### src/rtl/acpm_pkg.sv
// acpm_pkg: shared types and constants of the adapter current power monitor
// no dependencies; used by acpm_cfg_regs and adapter_current_power_monitor_core
`default_nettype none

package acpm_pkg;

  localparam int DefaultSampleBits  = 10;
  localparam int DefaultWindowDepth = 4;
  localparam int DefaultCheckPeriod = 200;

  localparam int LimitBits   = 10;
  localparam int PercentBits = 7;
  localparam int GpuBits     = 2;
  localparam int CfgIdxBits  = 3;

  localparam logic [PercentBits-1:0] LowChargePercent = 7'd10;

  localparam logic [GpuBits-1:0] GpuUma      = 2'h1;
  localparam logic [GpuBits-1:0] GpuDiscrete = 2'h2;

  typedef enum logic [CfgIdxBits-1:0] {
    CfgProchotDiscrete = 3'd0,
    CfgProchotUma      = 3'd1,
    CfgTurboOff        = 3'd2,
    CfgTurboOn         = 3'd3,
    CfgHybridEnter     = 3'd4,
    CfgHybridExit      = 3'd5,
    CfgMinCharge       = 3'd6
  } cfg_idx_e;

  typedef struct packed {
    logic [LimitBits-1:0]   prochot_limit_discrete;
    logic [LimitBits-1:0]   prochot_limit_uma;
    logic [LimitBits-1:0]   turbo_off_limit;
    logic [LimitBits-1:0]   turbo_on_limit;
    logic [LimitBits-1:0]   hybrid_enter_limit;
    logic [LimitBits-1:0]   hybrid_exit_limit;
    logic [PercentBits-1:0] min_charge_percent;
  } cfg_t;

  localparam cfg_t CfgReset = '{
    prochot_limit_discrete: 10'd1023,
    prochot_limit_uma:      10'd1023,
    turbo_off_limit:        10'd1023,
    turbo_on_limit:         10'd0,
    hybrid_enter_limit:     10'd0,
    hybrid_exit_limit:      10'd0,
    min_charge_percent:     7'd10
  };

endpackage

`default_nettype wire

### src/rtl/acpm_cfg_regs.sv
// acpm_cfg_regs: configuration register file of the power monitor
// depends on acpm_pkg for the register index codes and cfg_t
`default_nettype none

module acpm_cfg_regs import acpm_pkg::*; (
  input  wire logic                  clk_i,
  input  wire logic                  rst_ni,
  input  wire logic                  cfg_valid_i,
  input  wire logic [CfgIdxBits-1:0] cfg_index_i,
  input  wire logic [LimitBits-1:0]  cfg_data_i,
  output cfg_t                       cfg_o
);

  cfg_t cfg_q, cfg_d;

  always_comb begin
    cfg_d = cfg_q;
    if (cfg_valid_i) begin
      unique case (cfg_idx_e'(cfg_index_i))
        CfgProchotDiscrete: cfg_d.prochot_limit_discrete = cfg_data_i;
        CfgProchotUma:      cfg_d.prochot_limit_uma      = cfg_data_i;
        CfgTurboOff:        cfg_d.turbo_off_limit        = cfg_data_i;
        CfgTurboOn:         cfg_d.turbo_on_limit         = cfg_data_i;
        CfgHybridEnter:     cfg_d.hybrid_enter_limit     = cfg_data_i;
        CfgHybridExit:      cfg_d.hybrid_exit_limit      = cfg_data_i;
        CfgMinCharge:       cfg_d.min_charge_percent     = cfg_data_i[PercentBits-1:0];
        default:            cfg_d = cfg_q;
      endcase
    end
  end

  always_ff @(posedge clk_i or negedge rst_ni) begin
    if (!rst_ni) begin
      cfg_q <= CfgReset;
    end else begin
      cfg_q <= cfg_d;
    end
  end

  assign cfg_o = cfg_q;

endmodule

`default_nettype wire

### src/rtl/adapter_current_power_monitor_core.sv
// adapter_current_power_monitor_core: top level of the adapter current power monitor
// depends on acpm_pkg and acpm_cfg_regs
//
// One beat per scan tick. A new input beat is taken in every cycle in which the
// skid register is empty; its result goes to the result register, or to the skid
// register while the output side stalls, and in_stall_o stays high until the skid
// register drains. The two-entry output buffer (result plus skid register)
// sustains one beat per cycle while the output does not stall. The running-sum
// window average and its constant reciprocal multiply are settled combinationally
// between the input and the result register. Register writes are taken in any
// cycle through cfg_valid_i (cfg_ready_o stays high) and must only be issued while
// the block is idle. No clearing pass runs after reset: all state is in flip-flops.
`default_nettype none

module adapter_current_power_monitor_core import acpm_pkg::*; #(
  parameter int SAMPLE_BITS  = DefaultSampleBits,
  parameter int WINDOW_DEPTH = DefaultWindowDepth,
  parameter int CHECK_PERIOD = DefaultCheckPeriod
) (
  input  wire logic                   clk_i,
  input  wire logic                   rst_ni,

  input  wire logic                   in_valid_i,
  output logic                        in_stall_o,
  input  wire logic [SAMPLE_BITS-1:0] current_sample_i,
  input  wire logic                   sample_valid_i,
  input  wire logic                   in_s0_i,
  input  wire logic                   ac_present_i,
  input  wire logic                   battery_present_i,
  input  wire logic [PercentBits-1:0] battery_percent_i,
  input  wire logic [GpuBits-1:0]     gpu_type_i,
  input  wire logic                   calibrating_i,

  output logic                        out_valid_o,
  input  wire logic                   out_stall_i,
  output logic [SAMPLE_BITS-1:0]      average_current_o,
  output logic                        adapter_prochot_o,
  output logic                        cpu_turbo_disabled_o,
  output logic                        charger_turbo_enabled_o,
  output logic                        hybrid_alarm_o,
  output logic                        resume_charger_o,

  input  wire logic                   cfg_valid_i,
  output logic                        cfg_ready_o,
  input  wire logic [CfgIdxBits-1:0]  cfg_index_i,
  input  wire logic [LimitBits-1:0]   cfg_data_i
);

  localparam int WinShift = $clog2(WINDOW_DEPTH);
  localparam int SumBits  = SAMPLE_BITS + WinShift;
  localparam int RecShift = SumBits + WinShift;
  localparam int RecBits  = SumBits + 1;
  localparam int ProdBits = SumBits + RecBits;
  localparam longint unsigned RecipM =
      ((64'd1 << RecShift) + longint'(WINDOW_DEPTH) - 64'd1) / longint'(WINDOW_DEPTH);
  localparam int CmpBits  = (SAMPLE_BITS > LimitBits) ? SAMPLE_BITS : LimitBits;
  localparam int TickBits = (CHECK_PERIOD > 1) ? $clog2(CHECK_PERIOD + 1) : 1;

  typedef struct packed {
    logic [SAMPLE_BITS-1:0] average;
    logic                   prochot;
    logic                   turbo_off;
    logic                   charge_turbo;
    logic                   alarm;
    logic                   resume;
  } result_t;

  cfg_t cfg;

  acpm_cfg_regs u_cfg_regs (
    .clk_i       (clk_i),
    .rst_ni      (rst_ni),
    .cfg_valid_i (cfg_valid_i),
    .cfg_index_i (cfg_index_i),
    .cfg_data_i  (cfg_data_i),
    .cfg_o       (cfg)
  );

  assign cfg_ready_o = 1'b1;

  logic [SAMPLE_BITS-1:0] held_q, held_d;
  logic [SAMPLE_BITS-1:0] window_q [WINDOW_DEPTH];
  logic [SAMPLE_BITS-1:0] window_d [WINDOW_DEPTH];
  logic [SumBits-1:0]     sum_q, sum_d;
  logic [SAMPLE_BITS-1:0] avg_q, avg_d;
  logic [TickBits-1:0]    tick_q, tick_d;
  logic                   prochot_q, prochot_d;
  logic                   turbo_off_q, turbo_off_d;
  logic                   charge_q, charge_d;
  logic                   alarm_q, alarm_d;
  logic                   resume;

  logic                   in_accept;
  logic                   active;
  logic                   low_charge;
  logic                   above_min;
  logic                   period_done;
  logic [SAMPLE_BITS-1:0] sample_new;
  logic [SumBits-1:0]     sum_new;
  logic [ProdBits-1:0]    product;
  logic [SAMPLE_BITS-1:0] avg_new;
  logic [CmpBits-1:0]     avg_cmp;

  result_t out_q, skid_q, result;
  logic    out_valid_q, skid_valid_q;

  assign in_stall_o = skid_valid_q;
  assign in_accept  = in_valid_i & ~skid_valid_q;

  assign active      = in_s0_i & ac_present_i;
  assign sample_new  = sample_valid_i ? current_sample_i : held_q;
  assign sum_new     = sum_q + SumBits'(sample_new) - SumBits'(window_q[WINDOW_DEPTH-1]);
  assign product     = ProdBits'(sum_new) * ProdBits'(RecipM);
  assign avg_new     = SAMPLE_BITS'(product >> RecShift);
  assign avg_cmp     = CmpBits'(avg_new);
  assign low_charge  = ~battery_present_i | (battery_percent_i <= LowChargePercent);
  assign above_min   = battery_percent_i > cfg.min_charge_percent;
  assign period_done = tick_q == TickBits'(CHECK_PERIOD);

  always_comb begin
    held_d      = held_q;
    window_d    = window_q;
    sum_d       = sum_q;
    avg_d       = avg_q;
    tick_d      = tick_q;
    prochot_d   = prochot_q;
    turbo_off_d = turbo_off_q;
    charge_d    = charge_q;
    alarm_d     = alarm_q;
    resume      = 1'b0;
    if (in_accept) begin
      held_d = sample_new;
      if (active) begin
        window_d[0] = sample_new;
        for (int i = 1; i < WINDOW_DEPTH; i++) begin
          window_d[i] = window_q[i-1];
        end
        sum_d = sum_new;
        avg_d = avg_new;

        if (low_charge) begin
          if (gpu_type_i == GpuDiscrete) begin
            prochot_d = avg_cmp > CmpBits'(cfg.prochot_limit_discrete);
          end else if (gpu_type_i == GpuUma) begin
            prochot_d = avg_cmp > CmpBits'(cfg.prochot_limit_uma);
          end
        end else begin
          prochot_d = 1'b0;
          if (gpu_type_i == GpuDiscrete) begin
            priority if (avg_cmp > CmpBits'(cfg.turbo_off_limit)) begin
              turbo_off_d = 1'b1;
            end else if (avg_cmp < CmpBits'(cfg.turbo_on_limit)) begin
              turbo_off_d = 1'b0;
            end else begin
              turbo_off_d = turbo_off_q;
            end
          end
        end

        if (period_done) begin
          tick_d = '0;
          if (battery_present_i) begin
            resume = ~calibrating_i;
            if (above_min) begin
              charge_d = 1'b1;
            end else begin
              charge_d = 1'b0;
              if (cfg.hybrid_enter_limit != '0) begin
                // clear wins when both limits are crossed
                if (avg_cmp > CmpBits'(cfg.hybrid_enter_limit)) begin
                  alarm_d = 1'b1;
                end
                if (avg_cmp < CmpBits'(cfg.hybrid_exit_limit)) begin
                  alarm_d = 1'b0;
                end
              end else begin
                alarm_d = 1'b0;
              end
            end
          end
        end else begin
          tick_d = tick_q + TickBits'(1);
        end
      end
    end
  end

  assign result = '{
    average:      avg_d,
    prochot:      prochot_d,
    turbo_off:    turbo_off_d,
    charge_turbo: charge_d,
    alarm:        alarm_d,
    resume:       resume
  };

  always_ff @(posedge clk_i or negedge rst_ni) begin
    if (!rst_ni) begin
      held_q      <= '0;
      window_q    <= '{default: '0};
      sum_q       <= '0;
      avg_q       <= '0;
      tick_q      <= '0;
      prochot_q   <= 1'b0;
      turbo_off_q <= 1'b0;
      charge_q    <= 1'b0;
      alarm_q     <= 1'b0;
    end else begin
      held_q      <= held_d;
      window_q    <= window_d;
      sum_q       <= sum_d;
      avg_q       <= avg_d;
      tick_q      <= tick_d;
      prochot_q   <= prochot_d;
      turbo_off_q <= turbo_off_d;
      charge_q    <= charge_d;
      alarm_q     <= alarm_d;
    end
  end

  // result register with skid stage
  always_ff @(posedge clk_i or negedge rst_ni) begin
    if (!rst_ni) begin
      out_valid_q  <= 1'b0;
      skid_valid_q <= 1'b0;
    end else begin
      if (skid_valid_q) begin
        if (!out_stall_i) begin
          skid_valid_q <= 1'b0;
        end
      end else if (in_accept) begin
        if (out_valid_q && out_stall_i) begin
          skid_valid_q <= 1'b1;
        end else begin
          out_valid_q <= 1'b1;
        end
      end else if (!out_stall_i) begin
        out_valid_q <= 1'b0;
      end
    end
  end

  always_ff @(posedge clk_i) begin
    if (skid_valid_q) begin
      if (!out_stall_i) begin
        out_q <= skid_q;
      end
    end else if (in_accept) begin
      if (out_valid_q && out_stall_i) begin
        skid_q <= result;
      end else begin
        out_q <= result;
      end
    end
  end

  assign out_valid_o             = out_valid_q;
  assign average_current_o       = out_q.average;
  assign adapter_prochot_o       = out_q.prochot;
  assign cpu_turbo_disabled_o    = out_q.turbo_off;
  assign charger_turbo_enabled_o = out_q.charge_turbo;
  assign hybrid_alarm_o          = out_q.alarm;
  assign resume_charger_o        = out_q.resume;

endmodule

`default_nettype wire
### config.mk
export PLATFORM = sky130hd
export DESIGN_NAME = adapter_current_power_monitor_core
export DESIGN_NICKNAME = d
export VERILOG_FILES = /design/src/rtl/acpm_pkg.sv /design/src/rtl/acpm_cfg_regs.sv /design/src/rtl/adapter_current_power_monitor_core.sv
export SDC_FILE = /design/constraint.sdc
export NUM_CORES = 1
export LEC_CHECK = 0
export BUFFER_PORTS_ARGS = -buffer_cell sky130_fd_sc_hd__buf_2
export CAP_MARGIN = 10
export CORE_MARGIN = 2
export CORE_UTILIZATION = 58
export DETAILED_ROUTE_END_ITERATION = 10
export HOLD_SLACK_MARGIN = 0.03
export PLACE_DENSITY = 0.8
export SYNTH_ARGS = -nofsm -noshare
export SYNTH_HDL_FRONTEND = slang
export SYNTH_SLANG_ARGS = --single-unit
### constraint.sdc
create_clock -name clk_i -period 5.75 [get_ports clk_i]
set_input_delay 1.15 -clock clk_i [delete_from_list [all_inputs] [get_ports clk_i]]
set_output_delay 1.15 -clock clk_i [all_outputs]
set_load 0.01 [all_outputs]
==> results.md, run 1 <==
- Routed Antenna Nets: 0
- Inst Count DP: 1191
- Area delta synth->final: 11.9%
- GRT Total Usage: 25.6%
- Vias in the first global route: slightly above 7000
- Largest net degree at the start of global routing: around 110
- DRT iter0 DRCs: ~530
- Crit Path Category: in2reg
- Arrival @ worst endpoint: 5.52 ns
- Yosys top cell by area: dfrtp_1
- Clock insertion delay at the later pin of the skew report: 0.44 ns
- Tmin final: 5.33 ns
- Drt first pass iters: 7
- Per-cell routed wire length: about 17 µm
- CP Capture Type: flip-flop
- Async SR Flop Fraction: 83.6%
- Initial antenna violation count: 0
- Clock skew: ~0.0083 ns
- M1 GR Usage: 34.1%
- Max-Cap Viols: 0
- Prevailing post-synth register cell: dfrtp_1
- Final Max Tran Viols: 0
- Clock Path Buffers: 2
- Congestion Overflow GR: 0
- I/O pin count: 60
- Final instance area: roughly 11000 µm²
- Post-Syn Area: between 9000 and 10000 µm²
- Post-cts sizing count: 0
- Warnings from Yosys: 0
- Initial Util: around three fifths
- Die width: approximately 130 µm
- Status: completed
- Yosys reg bits: 183
- Grt met3 use: 4.87%
- Syn Inst Count: approximately 930
- Post-synth net total: approximately 1100
- GR peak layer: met2
- Setup TNS: 0 ns
- Fin cells: around 1200
- Vias: 6975
- Hold_buf cts: 0
- Hpwl dp: between 10 and 15 mm
- CP Max Fanout: 7
- Synth top area share: 31.6%
- Fin. Hold Viols: 0
- Commonest cells after routing, fill and taps aside: nand2_1 (191), dfrtp_1 (121), inv_1 (103)
- Clk sinks: approximately 180
- Buffers added on ports: 58
- Post-Route Utilization: approximately two thirds
- FMAX: 188 MHz
- Worst R2R Path Depth: 16
- Finish-stage setup viols: 0
- TritonCTS clock tree: done
- Dominant cells by area after synthesis: dfrtp_1 (32%), ha_1 (10%), edfxtp_1 (9.4%), dfstp_2 (8.8%), nand2_1 (7.5%)
- NumNets Final: 1125
- Min-delay worst type: reg2reg
- Worst Path Required: between 5 and 6 ns
- Ant diodes: 0
- Avg Cell Area, Syn: 10.3 µm²
- CTS H-tree depth: 4
- Core area: 16000 µm²
- Sequential area share after synthesis: about half
- DRC Markers: 0
- Worst Hold Depth: 2
- Met2 usage: 42.0%
- GP Congestion: 0.899
- Total CTS buffers: 17
- Post-synth EDFFs: 30
- Clk slew on worst S/H paths: about 0.07 ns
- Final WL: ~21 mm
- CP Launch Type: input pin
- First-pass GRT wire length: 35.3 mm
- Layout cell share with drive strength beyond 1: about a fifth
- Worst Tran Pin Value: about 1.1 ns
- Area after DPL: about 10000 µm²
- Clock root buffer: clkbuf_16
- Commonest non-fill, non-tap cell in the layout: nand2_1
- FP Rows: 46
- Via-to-Cell Ratio: roughly 5.7
- Fillcell total: roughly 1300
- Relative slew slack: 25.7%
- Netlist cell types: 69
- Die Y-Extent: around 130 µm
- Tcrit/Tclk final: between 90% and 100%
- Die area: ~18000 µm²
- # Post-CTS Setup Buffers: 0
- RSZ-0062 raised after global routing: false
-- worst max-delay path, cell delays in order --
cell	delay [ns]
buf_2	0.22
buf_4	0.19
mux2i_1	0.30
fa_1	0.47
inv_1	0.07
ha_1	0.31
a21oi_2	0.25
o211ai_2	0.16
and3_4	0.19
or3_2	0.57
ha_1	0.35
nand3_1	0.13
nor4_1	0.44
o21a_1	0.19
o31a_1	0.17
a211oi_2	0.06
mux2_2	0.29
-- layer usage --
metal	share of wire [%]	up-vias
met5	0	-
met2	49	205
met4	2.7	0
met1	44	3401
met3	4.7	52
li1	-	3317
-- sequential cells by signal, indices dropped and copies added, names as in the netlist, 8 cells and up --
signal             flops
window_q              40
u_cfg_regs.cfg_o      67
skid_q                15
average_current_o     10
avg_q                 10
held_q                10
tick_q                 8
sum_q                 12
-- cell usage after synthesis, types with 2 or more instances --
master     instances
a21o_1             9
mux2_2            40
xor2_1             8
dfstp_2           32
a21boi_0           2
o21ai_0           87
nor3b_1            2
or3_1              4
o2111ai_1          4
nor3_1             6
o21a_1             6
a211oi_2           2
nand4b_1           5
a31oi_1            4
nand2b_1           3
dfrtp_1          121
a21boi_1           2
nand4_1           12
nor2b_1            3
fa_1              10
a211oi_1           8
a211o_1            4
nor2_1            21
o21ai_1            2
ha_1              79
nor3b_2            3
edfxtp_1          30
nand3_1            8
a21oi_2            2
clkbuf_1          18
mux2i_1           10
nand2_1          191
nor3_2             2
inv_1            103
a221oi_2           2
a21oi_1           27
o211ai_1           5
and3_1             4
buf_2              8
nor4_1             4
o21bai_1           2
xnor2_1            6
o31ai_1            4
-- cells by family (layout without fill, tap and decap cells) --
| family | after synthesis | after routing | share of synthesized area, % |
|---|---|---|---|
| buffers and inverters | 132 | 208 | 5.31 |
| xor gates and xnor gates | 14 | 14 | 1.28 |
| adders and majority gates | 89 | 89 | 12.4 |
| AOI/OAI and AO/OA | 181 | 181 | 11.8 |
| muxes | 51 | 51 | 5.90 |
| DFF | 183 | 183 | 49.8 |
| and+or+nand+nor | 280 | 280 | 13.5 |
| other | 1 | 1 | 0.0391 |
-- final timing paths --
check,from,endpoint,slack (ns)
worst max-delay path,sample_valid_i,adapter_prochot_o,0.42
worst min-delay path,window_q[36],window_q[26],0.46
worst max register to register,held_q[2],adapter_prochot_o,1.05
worst min register to register,window_q[36],window_q[26],0.46
max in group asynchronous,rst_ni,avg_q[7],3.83
min in group asynchronous,rst_ni,u_cfg_regs.cfg_o[31],0.78
-- area by class of cell --
cell class | instances | area (µm²) | share of cell area [%]
Multi-Input combinational cell | 616 | 4310 | 40.2
Inverter | 104 | 390 | 3.64
Tap cell | 216 | 270 | 2.52
Sequential cell | 183 | 4770 | 44.5
Timing Repair Buffer | 72 | 402 | 3.74
Clock inverter | 15 | 161 | 1.50
Clock buffer | 17 | 425 | 3.97
-- through the flow --
stage	hold slack [ns]	worst slack, ns
detailed placement	0.448	0.0926
finish	0.464	0.418
CTS	0.466	0.516
global route	0.490	0.257
global placement	0.446	0.156
floorplan	0.439	0.548
Power of run 1 is not shown: default switching activity piles up to over one toggle a cycle in this logic, so the estimate is an artifact.
==> inputs of run 2 (changes only) <==
--- a/config.mk
+++ b/config.mk
@@ -9,9 +9,10 @@
 export CAP_MARGIN = 10
 export CORE_MARGIN = 2
 export CORE_UTILIZATION = 58
+export CTS_CLUSTER_SIZE = 25
 export DETAILED_ROUTE_END_ITERATION = 10
 export HOLD_SLACK_MARGIN = 0.03
-export PLACE_DENSITY = 0.8
+export PLACE_DENSITY = 0.77
 export SYNTH_ARGS = -nofsm -noshare
 export SYNTH_HDL_FRONTEND = slang
 export SYNTH_SLANG_ARGS = --single-unit
==> results.md, run 2 (synthesis gave the netlist of run 1 again) <==
- Slowest cell on the critical path: xnor2_1
- Clk sinks: 183 (unchanged)
- Commonest non-fill, non-tap cell in the layout: nand2_1
- Total CTS buffers: 17 (unchanged)
- Initial antenna violation count: 0 (unchanged)
- Max-Cap Viols: 0 (unchanged)
- CP Max Fanout: 10 (+3)
- Clk slew on worst S/H paths: 0.07 ns (about the same)
- Largest net degree at the start of global routing: 76 (-30%)
- Critical path origin: sample_valid_i
- Worst Setup EP: cpu_turbo_disabled_o
- Die Y-Extent: 133 µm (unchanged)
- Top Layer Used: met4
- I/O pin count: 60 (unchanged)
- Commonest cells after routing, fill and taps aside: nand2_1 (191), dfrtp_1 (121), inv_1 (103)
- Wl on met1: 9.77 mm (+5.6%)
- DRC Markers: 0 (unchanged)
- First-pass GRT wire length: 34.6 mm (-2.1%)
- Core area: 16000 µm² (unchanged)
- CP Capture Type: flip-flop
- Final Max Tran Viols: 0 (unchanged)
- CTS H-tree depth: 4 (unchanged)
- Congestion Overflow GR: 0 (unchanged)
- Fin. Hold Viols: 0 (unchanged)
- Post-cts sizing count: 0 (unchanged)
- Per-cell routed wire length: 17.2 µm (-0.83%)
- Worst R2R Path Depth: 15 (-1)
- Met2 wire len: 9.81 mm (-5.5%)
- # Post-CTS Setup Buffers: 0 (unchanged)
- CP max stage delay: 0.78 ns (+0.21 ns)
- FMAX: 192 MHz (+2.2%)
- Die width: 133 µm (unchanged)
- Worst Tran Pin Value: 1.03 ns (-0.0765 ns)
- Clock root buffer: clkbuf_16
- Fillcell total: 1260 (-1.3%)
- Min-delay worst type: reg2reg
- Finish-stage setup viols: 0 (unchanged)
- Crit Path Category: in2reg
- Tcrit/Tclk final: 90.8% (-2.0 points)
- Hold_buf cts: 0 (unchanged)
- Hpwl dp: 14.6 mm (+0.53%)
- Relative slew slack: 30.9% (+5.2 points)
- CP dominant cell by count: ha_1
- Final WL: 21.1 mm (-0.67%)
- Setup TNS: 0 ns (unchanged)
- Vias in the first global route: 6736 (-4.5%)
- Worst reg2reg path startpoint: held_q[2]
- Ant diodes: 0 (unchanged)
- Status: completed
- Routed Antenna Nets: 0 (unchanged)
- Area delta synth->final: 12.2%
- NumNets Final: 1127 (+0.18%)
- Vias: 6862 (-1.6%)
- Die area: 17600 µm² (unchanged)
- Metal3 WL: 893 µm (-10%)
- RSZ-0062 raised after global routing: false
- Initial Util: 59.9% (unchanged)
- RR Endpoint: cpu_turbo_disabled_o
- Layout cell share with drive strength beyond 1: 20.0% (+0.16 points)
- CP Launch Type: input pin
- DRT iter0 DRCs: 472 (-10%)
- GRT Total Usage: 25.3% (-0.33 points)
- FP Rows: 46 (unchanged)
- Clock skew: 0.00702 ns (-0.00131 ns)
- Clock insertion delay at the later pin of the skew report: 0.43 ns (about the same)
- Max FFs per register: 67 (unchanged)
- Multi-input gate area: 4310 µm² (unchanged)
- Worst-path cell chain: buf_2, mux2i_1, fa_1, inv_1, ha_1, o21ai_0, o21bai_1, a21oi_1, xnor2_1, ha_1, o2111ai_1, nor2_1, a221oi_2, o21ai_1, o2bb2ai_1, mux2_2
- Worst Path Required: 5.94 ns (about the same)
- GP Congestion: 0.872 (-3.1%)
- Via-to-Cell Ratio: 5.60 (-1.8%)
- TritonCTS clock tree: done
- Tmin final: 5.22 ns (-0.112 ns)
- Drt first pass iters: 5 (-2)
- Buffers added on ports: 58 (unchanged)
- Arrival @ worst endpoint: 5.41 ns (-0.11 ns)
- Clock Path Buffers: 2 (unchanged)
- Reg-to-reg setup timing slack: 1.25 ns (+0.20 ns)
- Register Area: 4770 µm² (unchanged)
-- run 2: cell types whose count changed in the layout (fill, tap and decap cells not counted) --
| cell | delta |
|---|---|
| buf_4 | +2 |
| clkinv_2 | +2 |
| clkinv_4 | -2 |
| bufinv_16 | +1 |
| clkbuf_1 | +1 |
| clkinv_1 | -1 |
| clkinv_8 | -1 |
-- run 2: per-stage QoR --
stage	hold WS [ns]	cell area [µm²]	instances	util (%)	setup WS (ns)
3_5_place_dp	0.449	10200	1193	63.5	0.208
3_3_place_gp	0.445	10200	1193	63.5	0.259
5_1_grt	0.493	10700	1225	67.2	0.230
4_1_cts	0.468	10700	1225	67.2	0.641
6_report	0.467	10700	1225	67.2	0.530
2_1_floorplan	0.439	9580	931	-	0.548
-- run 2: worst min-delay path by stage --
stage | from | to | slack [ns] | cells past startpoint
3_3_place_gp | window_q[13] | window_q[3] | 0.45 | 2
2_1_floorplan | window_q[10] | window_q[0] | 0.44 | 2
5_1_grt | window_q[25] | window_q[15] | 0.49 | 2
3_5_place_dp | window_q[38] | window_q[28] | 0.45 | 2
6_report | window_q[12] | window_q[2] | 0.47 | 2
4_1_cts | window_q[38] | window_q[28] | 0.47 | 2
-- run 2: area by class of cell --
cell class	count	area share, %
sequential	183	44.4
timing repair buffer	74	3.88
tap	216	2.51
clock inverter	14	1.52
clock buffer	18	3.99
inverter	104	3.63
multi-input combinational	616	40.1
-- run 2: per-layer routing --
metal,vias up,track usage [%]
li1,3318,-
met1,3340,35.2
met2,158,40.2
met3,46,3.68
met4,0,10.0
met5,-,0
-- run 2: critical path: cells and delay by family --
| family | cells | cell delay [ns] |
|---|---|---|
| compound gates | 7 | 1.22 |
| xor+xnor | 1 | 0.78 |
| fa+ha+maj | 3 | 1.13 |
| buf+inv | 2 | 0.37 |
| mux | 2 | 0.66 |
| simple gates | 1 | 0.09 |
Power of run 2 is left out for the same reason.
